$ cat src/rtl/core/assert_macros.svh
// Concurrent assertion helpers; empty under synthesis.
`ifndef ASSERT_MACROS_SVH
`define ASSERT_MACROS_SVH

`ifndef SYNTHESIS

`define ASSERT_HOLDS(lbl, clk, rst, prop, msg) \
   lbl: assert property (@(posedge clk) disable iff (rst) prop) else $error(msg);

`define ASSERT_NEVER(lbl, clk, rst, cond, msg) \
   lbl: assert property (@(posedge clk) disable iff (rst) !(cond)) else $error(msg);

`else

`define ASSERT_HOLDS(lbl, clk, rst, prop, msg)

`define ASSERT_NEVER(lbl, clk, rst, cond, msg)

`endif

`endif

$ cat src/rtl/core/lru_pr_pkg.sv
`timescale 1ns / 1ps

package lru_pr_pkg;

   localparam int MAX_FRAMES_DEF = 8;
   localparam int PAGE_COUNT_DEF = 16;

   localparam int PAGE_W = 4;
   localparam int FILL_W = 4;

   localparam logic [FILL_W-1:0] FRAMES_RESET = 4'd4;

   typedef enum logic {
      ST_IDLE,
      ST_WALK
   } state_type;

   typedef enum logic [1:0] {
      MODE_HIT,
      MODE_EVICT,
      MODE_INSERT
   } mode_type;

endpackage

$ cat src/rtl/core/lru_pr_ram.sv
`timescale 1ns / 1ps

module lru_pr_ram
   import lru_pr_pkg::*;
#(
   parameter int DEPTH = MAX_FRAMES_DEF,
   parameter int WIDTH = PAGE_W,
   localparam int ADDR_W = (DEPTH > 1) ? $clog2(DEPTH) : 1
) (
   input  logic              clock,
   input  logic              wr_en,
   input  logic [ADDR_W-1:0] wr_addr,
   input  logic [WIDTH-1:0]  wr_data,
   input  logic [ADDR_W-1:0] rd_addr,
   output logic [WIDTH-1:0]  rd_data
);

   logic [WIDTH-1:0] mem [DEPTH];
   logic [WIDTH-1:0] rd_data_ff;

   always_ff @(posedge clock) begin
      if (wr_en) begin
         mem[wr_addr] <= wr_data;
      end
   end

   always_ff @(posedge clock) begin
      rd_data_ff <= mem[rd_addr];
   end

   assign rd_data = rd_data_ff;

endmodule

$ cat src/rtl/core/lru_page_replacement_top.sv
`timescale 1ns / 1ps
// LRU page replacement.
// Request: pulse start with req_page_number while busy is low; the request is
// taken at that edge. Busy stays high while the recency stack is walked.
// Response: rsp_strobe is high for exactly one cycle with rsp_hit, rsp_evicted,
// rsp_evicted_page and rsp_frames_filled. The receiver cannot stall; every
// response must be taken in its cycle.
// Walk: the recency stack sits in a single-port-write, registered-read RAM,
// one entry read and one written per cycle while walking. A hit walks to the
// page's stack position, a miss with a free frame to the fill point and an
// eviction to the last filled entry. The registered response follows in the
// cycle after the walk ends, when the next request can already be taken.
// A page at or above PAGE_COUNT is answered in the next cycle without change.
// csr_write_enable/csr_write_data set the usable frame count; write only when
// idle. Reset (synchronous, active high) clears the residency map and the fill
// count and sets the frame count to 4; no clearing pass is needed.

`include "assert_macros.svh"

module lru_page_replacement_top
   import lru_pr_pkg::*;
#(
   parameter int MAX_FRAMES = MAX_FRAMES_DEF,
   parameter int PAGE_COUNT = PAGE_COUNT_DEF
) (
   input  logic              clock,
   input  logic              reset,
   input  logic              start,
   output logic              busy,
   input  logic [PAGE_W-1:0] req_page_number,
   output logic              rsp_strobe,
   output logic              rsp_hit,
   output logic              rsp_evicted,
   output logic [PAGE_W-1:0] rsp_evicted_page,
   output logic [FILL_W-1:0] rsp_frames_filled,
   input  logic              csr_write_enable,
   input  logic [FILL_W-1:0] csr_write_data
);

   localparam int IDX_W     = (MAX_FRAMES > 1) ? $clog2(MAX_FRAMES) : 1;
   localparam int CNT_W     = (FILL_W > IDX_W + 1) ? FILL_W : IDX_W + 1;
   localparam int MAP_DEPTH = (PAGE_COUNT < (2 ** PAGE_W)) ? PAGE_COUNT : (2 ** PAGE_W);
   localparam int MAP_IDX_W = $clog2(MAP_DEPTH);
   localparam logic [CNT_W-1:0] MAX_C = CNT_W'(MAX_FRAMES);
   localparam logic [CNT_W-1:0] ONE_C = CNT_W'(1);

   state_type              state_ff, state_in;
   mode_type               mode_ff, mode_in;
   logic [PAGE_W-1:0]      page_ff, page_in;
   logic [PAGE_W-1:0]      carry_ff, carry_in;
   logic [IDX_W-1:0]       idx_ff, idx_in;
   logic [IDX_W-1:0]       end_ff, end_in;
   logic [FILL_W-1:0]      filled_ff, filled_in;
   logic [MAP_DEPTH-1:0]   resident_ff, resident_in;
   logic [FILL_W-1:0]      frames_ff;
   logic                   strobe_ff, strobe_in;
   logic                   hit_ff, hit_in;
   logic                   evicted_ff, evicted_in;
   logic [PAGE_W-1:0]      victim_ff, victim_in;

   logic                   ram_we;
   logic [IDX_W-1:0]       ram_raddr;
   logic [PAGE_W-1:0]      ram_rdata;

   logic                   page_valid;
   logic [MAP_IDX_W-1:0]   req_map_idx;
   logic [CNT_W-1:0]       fill_ext;
   logic [CNT_W-1:0]       limit;
   logic [CNT_W-1:0]       last;
   logic                   walk_done;

   lru_pr_ram #(
      .DEPTH (MAX_FRAMES),
      .WIDTH (PAGE_W)
   ) u_stack (
      .clock   (clock),
      .wr_en   (ram_we),
      .wr_addr (idx_ff),
      .wr_data (carry_ff),
      .rd_addr (ram_raddr),
      .rd_data (ram_rdata)
   );

   assign page_valid  = 32'(req_page_number) < PAGE_COUNT;
   assign req_map_idx = req_page_number[MAP_IDX_W-1:0];
   assign fill_ext    = CNT_W'(filled_ff);

   always_comb begin
      limit = CNT_W'(frames_ff);
      if (limit == '0) begin
         limit = ONE_C;
      end else if (limit > MAX_C) begin
         limit = MAX_C;
      end
      last = fill_ext - ONE_C;
      if (last > MAX_C - ONE_C) begin
         last = MAX_C - ONE_C;
      end
   end

   assign walk_done = ((mode_ff == MODE_HIT) && (ram_rdata == page_ff)) || (idx_ff == end_ff);

   always_comb begin
      state_in    = state_ff;
      mode_in     = mode_ff;
      page_in     = page_ff;
      carry_in    = carry_ff;
      idx_in      = idx_ff;
      end_in      = end_ff;
      filled_in   = filled_ff;
      resident_in = resident_ff;
      strobe_in   = 1'b0;
      hit_in      = hit_ff;
      evicted_in  = evicted_ff;
      victim_in   = victim_ff;
      ram_we      = 1'b0;
      ram_raddr   = '0;

      unique case (state_ff)
         ST_IDLE: begin
            if (start) begin
               if (!page_valid) begin
                  strobe_in  = 1'b1;
                  hit_in     = 1'b0;
                  evicted_in = 1'b0;
                  victim_in  = '0;
               end else begin
                  page_in  = req_page_number;
                  carry_in = req_page_number;
                  idx_in   = '0;
                  state_in = ST_WALK;
                  if (resident_ff[req_map_idx]) begin
                     mode_in = MODE_HIT;
                     end_in  = last[IDX_W-1:0];
                  end else if ((fill_ext >= limit) && (fill_ext != '0)) begin
                     mode_in = MODE_EVICT;
                     end_in  = last[IDX_W-1:0];
                  end else begin
                     mode_in = MODE_INSERT;
                     end_in  = fill_ext[IDX_W-1:0];
                  end
               end
            end
         end
         ST_WALK: begin
            ram_we    = 1'b1;
            ram_raddr = idx_ff + 1'b1;
            if (walk_done) begin
               state_in   = ST_IDLE;
               strobe_in  = 1'b1;
               hit_in     = (mode_ff == MODE_HIT);
               evicted_in = (mode_ff == MODE_EVICT);
               victim_in  = (mode_ff == MODE_EVICT) ? ram_rdata : '0;
               if (mode_ff == MODE_EVICT) begin
                  resident_in[ram_rdata[MAP_IDX_W-1:0]] = 1'b0;
               end
               if (mode_ff == MODE_INSERT) begin
                  filled_in = filled_ff + 1'b1;
               end
               resident_in[page_ff[MAP_IDX_W-1:0]] = 1'b1;
            end else begin
               carry_in = ram_rdata;
               idx_in   = idx_ff + 1'b1;
            end
         end
         default: begin
            state_in = ST_IDLE;
         end
      endcase
   end

   always_ff @(posedge clock) begin
      if (reset) begin
         state_ff    <= ST_IDLE;
         filled_ff   <= '0;
         resident_ff <= '0;
         frames_ff   <= FRAMES_RESET;
         strobe_ff   <= 1'b0;
      end else begin
         state_ff    <= state_in;
         filled_ff   <= filled_in;
         resident_ff <= resident_in;
         strobe_ff   <= strobe_in;
         if (csr_write_enable) begin
            frames_ff <= csr_write_data;
         end
      end
   end

   always_ff @(posedge clock) begin
      mode_ff    <= mode_in;
      page_ff    <= page_in;
      carry_ff   <= carry_in;
      idx_ff     <= idx_in;
      end_ff     <= end_in;
      hit_ff     <= hit_in;
      evicted_ff <= evicted_in;
      victim_ff  <= victim_in;
   end

   assign busy              = (state_ff != ST_IDLE);
   assign rsp_strobe        = strobe_ff;
   assign rsp_hit           = hit_ff;
   assign rsp_evicted       = evicted_ff;
   assign rsp_evicted_page  = victim_ff;
   assign rsp_frames_filled = filled_ff;

   `ASSERT_NEVER(a_fill_bound, clock, reset, CNT_W'(filled_ff) > MAX_C, "fill count above frame count")
   `ASSERT_NEVER(a_hit_evict, clock, reset, rsp_strobe && rsp_hit && rsp_evicted, "hit reported with eviction")
   `ASSERT_NEVER(a_hit_walk, clock, reset, (state_ff == ST_WALK) && (mode_ff == MODE_HIT) && (CNT_W'(idx_ff) >= fill_ext), "hit walk ran past fill")
   `ASSERT_HOLDS(a_strobe_src, clock, reset, rsp_strobe |-> ($past(state_ff == ST_WALK) || $past(start && !busy)), "response without request")

endmodule
$ cat config.mk
export PLATFORM = sky130hd
export DESIGN_NAME = lru_page_replacement_top
export DESIGN_NICKNAME = d
export VERILOG_FILES = /design/src/rtl/core/lru_pr_pkg.sv /design/src/rtl/core/lru_pr_ram.sv /design/src/rtl/core/lru_page_replacement_top.sv
export VERILOG_INCLUDE_DIRS = /design/src /design/src/rtl/core
export SDC_FILE = /design/constraint.sdc
export NUM_CORES = 1
export LEC_CHECK = 0
export ABC_AREA = 1
export BUFFER_PORTS_ARGS = -buffer_cell sky130_fd_sc_hd__buf_2
export CAP_MARGIN = 20
export CORE_ASPECT_RATIO = 0.7
export CORE_MARGIN = 1
export CORE_UTILIZATION = 60
export CTS_CLUSTER_SIZE = 12
export DETAILED_ROUTE_END_ITERATION = 12
export GPL_TIMING_DRIVEN = 0
export PLACE_DENSITY_LB_ADDON = 0.1
export SLEW_MARGIN = 30
export SYNTH_ARGS = -nofsm -noshare
export SYNTH_HDL_FRONTEND = slang
export SYNTH_SLANG_ARGS = --single-unit
$ cat constraint.sdc
create_clock -name clock -period 2.3 [get_ports clock]
set_input_delay 0.23 -clock clock [delete_from_list [all_inputs] [get_ports clock]]
set_output_delay 0.23 -clock clock [all_outputs]
set_load 0.01 [all_outputs]
==> run metrics <==
status=finished, final reports clean; I/O pin total=24; Worst VDD drop=0.369 mV; instance count of the mapped netlist=482; top cells by area, synth=edfxtp_1, dfxtp_1, nand2_1; kind of critical path=reg -> reg; Core ar.=6370 um^2; critical path startpoint=frames_ff[0]; cell area after synthesis=4040 um^2; WP data required=2.43 ns; Final Non-Filler Cells=611; post-synthesis sequential area ratio=55.0%; share of layout cells above drive strength 1=10.8%; Layout Nets=534; internal reg-to-reg setup slack=0.29 ns; Clock transition at path regs=0.09 ns; Synth area leader=edfxtp_1; DR DRC count=0; Post-Route Skew=0.0110 ns; Total Routing Usage GR=28.9%; ANT cells=0; Die Ht=70.6 um; Seq cells post-synth=84; Least-Margin Pin Slew=0.753 ns; RR Endpoint=end_ff[0]; worst-path maximum fanout=5; htree depth=3; post-CTS setup buffers=0; FF-to-FF Start=frames_ff[0]; DRT Wirelength=9.46 mm; power per standard cell area=792 nW/um^2; clock root buffer=clkbuf_8; DP HPWL=6.86 mm; most common cell in the netlist=nand2_1; Multi-input gate area=1510 um^2; gpl congestion=0.954; worst relative slew slack=49.6%; vias in the first global route=3031; Sw Ratio=30.6%; largest net degree at the start of global routing=15; Final Hold Fails=0; TritonCTS clock tree=yes; Synth Flop Type=edfxtp_1; Rows=24; Max Clock Freq=496 MHz; fin. max-slew vios=0; Worst-Skew Late Latency=0.37 ns; Setup-failing EPs final=0; DR vias/cell=5.44; post-synth top area share=40.2%; Maximum Capacitance Violations=0; share of flip-flops with an asynchronous set or reset=0%; logic gate share of total power=17.5%; Die Area=7070 um^2; Leak=1.95 nW; # hold bufs at CTS=0; Mapped Nets=501; number of fill cells in the layout=535; Critical Path Start Type=register; Switch Pwr=1.08 mW; sequential cell area=2220 um^2; crit path DAT=2.14 ns; via count=3323; post-cts repair resize count=0; Antenna Nets Post-Route=0; Initial Utilization=63.4%; worst reg2reg path depth=12; WHS Path Cells=1; synthesis-to-layout area growth=10.3%; Yosys warnings=0; first-pass GRT wire length=15.0 mm; fraction of power consumed by sequential logic=52.9%; setup total negative slack=0 ns; minimum clock period=2.01 ns; Buffers on Ports=22; GR Overflow Total=0; Clock Path Buffers=2; EDFF count, synth=54; worst hold path class=in -> reg; Syn Area/Cell=8.38 um^2; Post-synth top cells=nand2_1, nor2_1, edfxtp_1; Final period util=87.6%; clock sinks=84; RSZ-0062 raised after global routing=no; Die Span X=100 um; CP Capture Type=register; hold endpoint=page_ff[1]; Clock power frac=29.6%; placed insts=595; Power Internal=2.45 mW; Hold Path Origin=req_page_number[1]; initial DRC count=308; Inserted Clock Buffers=9; Pre-antenna DRT Iters=6; initial antenna violation count=0; Synth cell types=29; Routed wire per std cell=15.5 um
## cell usage in the layout, fill, tap and decap left out, drive strengths merged
cell type / instances
nand3: 35
inv: 56
xor2: 1
or2: 1
nand2: 127
clkinvlp: 1
o21bai: 3
xnor2: 4
bufinv: 1
clkbuf: 13
nor2: 80
o21ai: 45
edfxtp: 54
nor3: 2
buf: 34
clkinv: 4
dfxtp: 30
nand4: 7
a21oi: 6
o22ai: 7
o211ai: 2
ha: 7
## logic make-up after synthesis
logic type      synth area share (%)
compound gates                  8.34
fa+ha+maj                       2.17
buf+inv                         7.56
xor+xnor                        1.08
flops                           55.0
simple gates                    25.8
## flip-flops by register name, summed over array words and instances, names as in the netlist
name,cells
busy,1
resident_ff,16
rsp_frames_filled,4
rsp_evicted_page,4
u_stack.rd_data,4
carry_ff,4
page_ff,4
end_ff,3
rsp_evicted,1
idx_ff,3
rsp_strobe,1
rsp_hit,1
u_stack.mem,32
frames_ff,4
mode_ff,2
## worst max-delay path, stage by stage, from the launching register on
cell and delay (ns):
dfxtp_1 0.33, nor3_1 0.25, o21ai_0 0.12, ha_1 0.30
inv_1 0.04, o21bai_1 0.11, nand2_1 0.06, nand3_1 0.15
nand2_1 0.15, nand2_1 0.09, nand2_1 0.05, nand3_1 0.06
nand2_1 0.06
## power by group through the flow
stage / logic [mW] / clock network [mW] / registers [mW]
floorplan: 0.438 / 0 / 1.86
global placement: 0.583 / 0 / 1.89
detailed placement: 0.601 / 0 / 1.89
CTS: 0.605 / 1.06 / 1.86
global route: 0.690 / 1.12 / 1.88
finish: 0.617 / 1.05 / 1.86
## layout make-up
| class | count | share of cell area (%) |
|---|---|---|
| Multi-Input combinational cell | 327 | 33.9 |
| Sequential cell | 84 | 49.9 |
| Clock buffer | 10 | 2.87 |
| Timing Repair Buffer | 22 | 2.47 |
| Tap cell | 91 | 2.56 |
| Buffer | 15 | 2.08 |
| Clock inverter | 6 | 1.43 |
| Inverter | 56 | 4.78 |
## worst max path at each step
stage,to,depth (start not counted)
after floorplan,end_ff[2],12
after global placement,end_ff[2],12
after detailed placement,end_ff[0],12
after CTS,end_ff[0],12
after global routing,end_ff[0],12
final,end_ff[0],12
## per-stage QoR
stage	area [um^2]	total power [mW]	worst slack [ns]	hold WS [ns]	util (%)
2_1_floorplan	4040	2.30	0.536	0.329	-
3_3_place_gp	4260	2.47	0.417	0.420	66.9
3_5_place_dp	4260	2.50	0.339	0.422	66.9
4_1_cts	4450	3.52	0.325	0.0484	69.9
5_1_grt	4450	3.69	0.149	0.0440	69.9
6_report	4450	3.53	0.285	0.0609	69.9
## metal layers
metal | vias up | wire (um) | global-route usage (%)
met3 | 18 | 1080 | 10.3
met1 | 1500 | 4400 | 42.9
met4 | 0 | 142 | 8.53
met2 | 162 | 3840 | 39.8
met5 | - | 0 | 0
li1 | 1643 | - | -
Power figures use the tool's default switching activity.
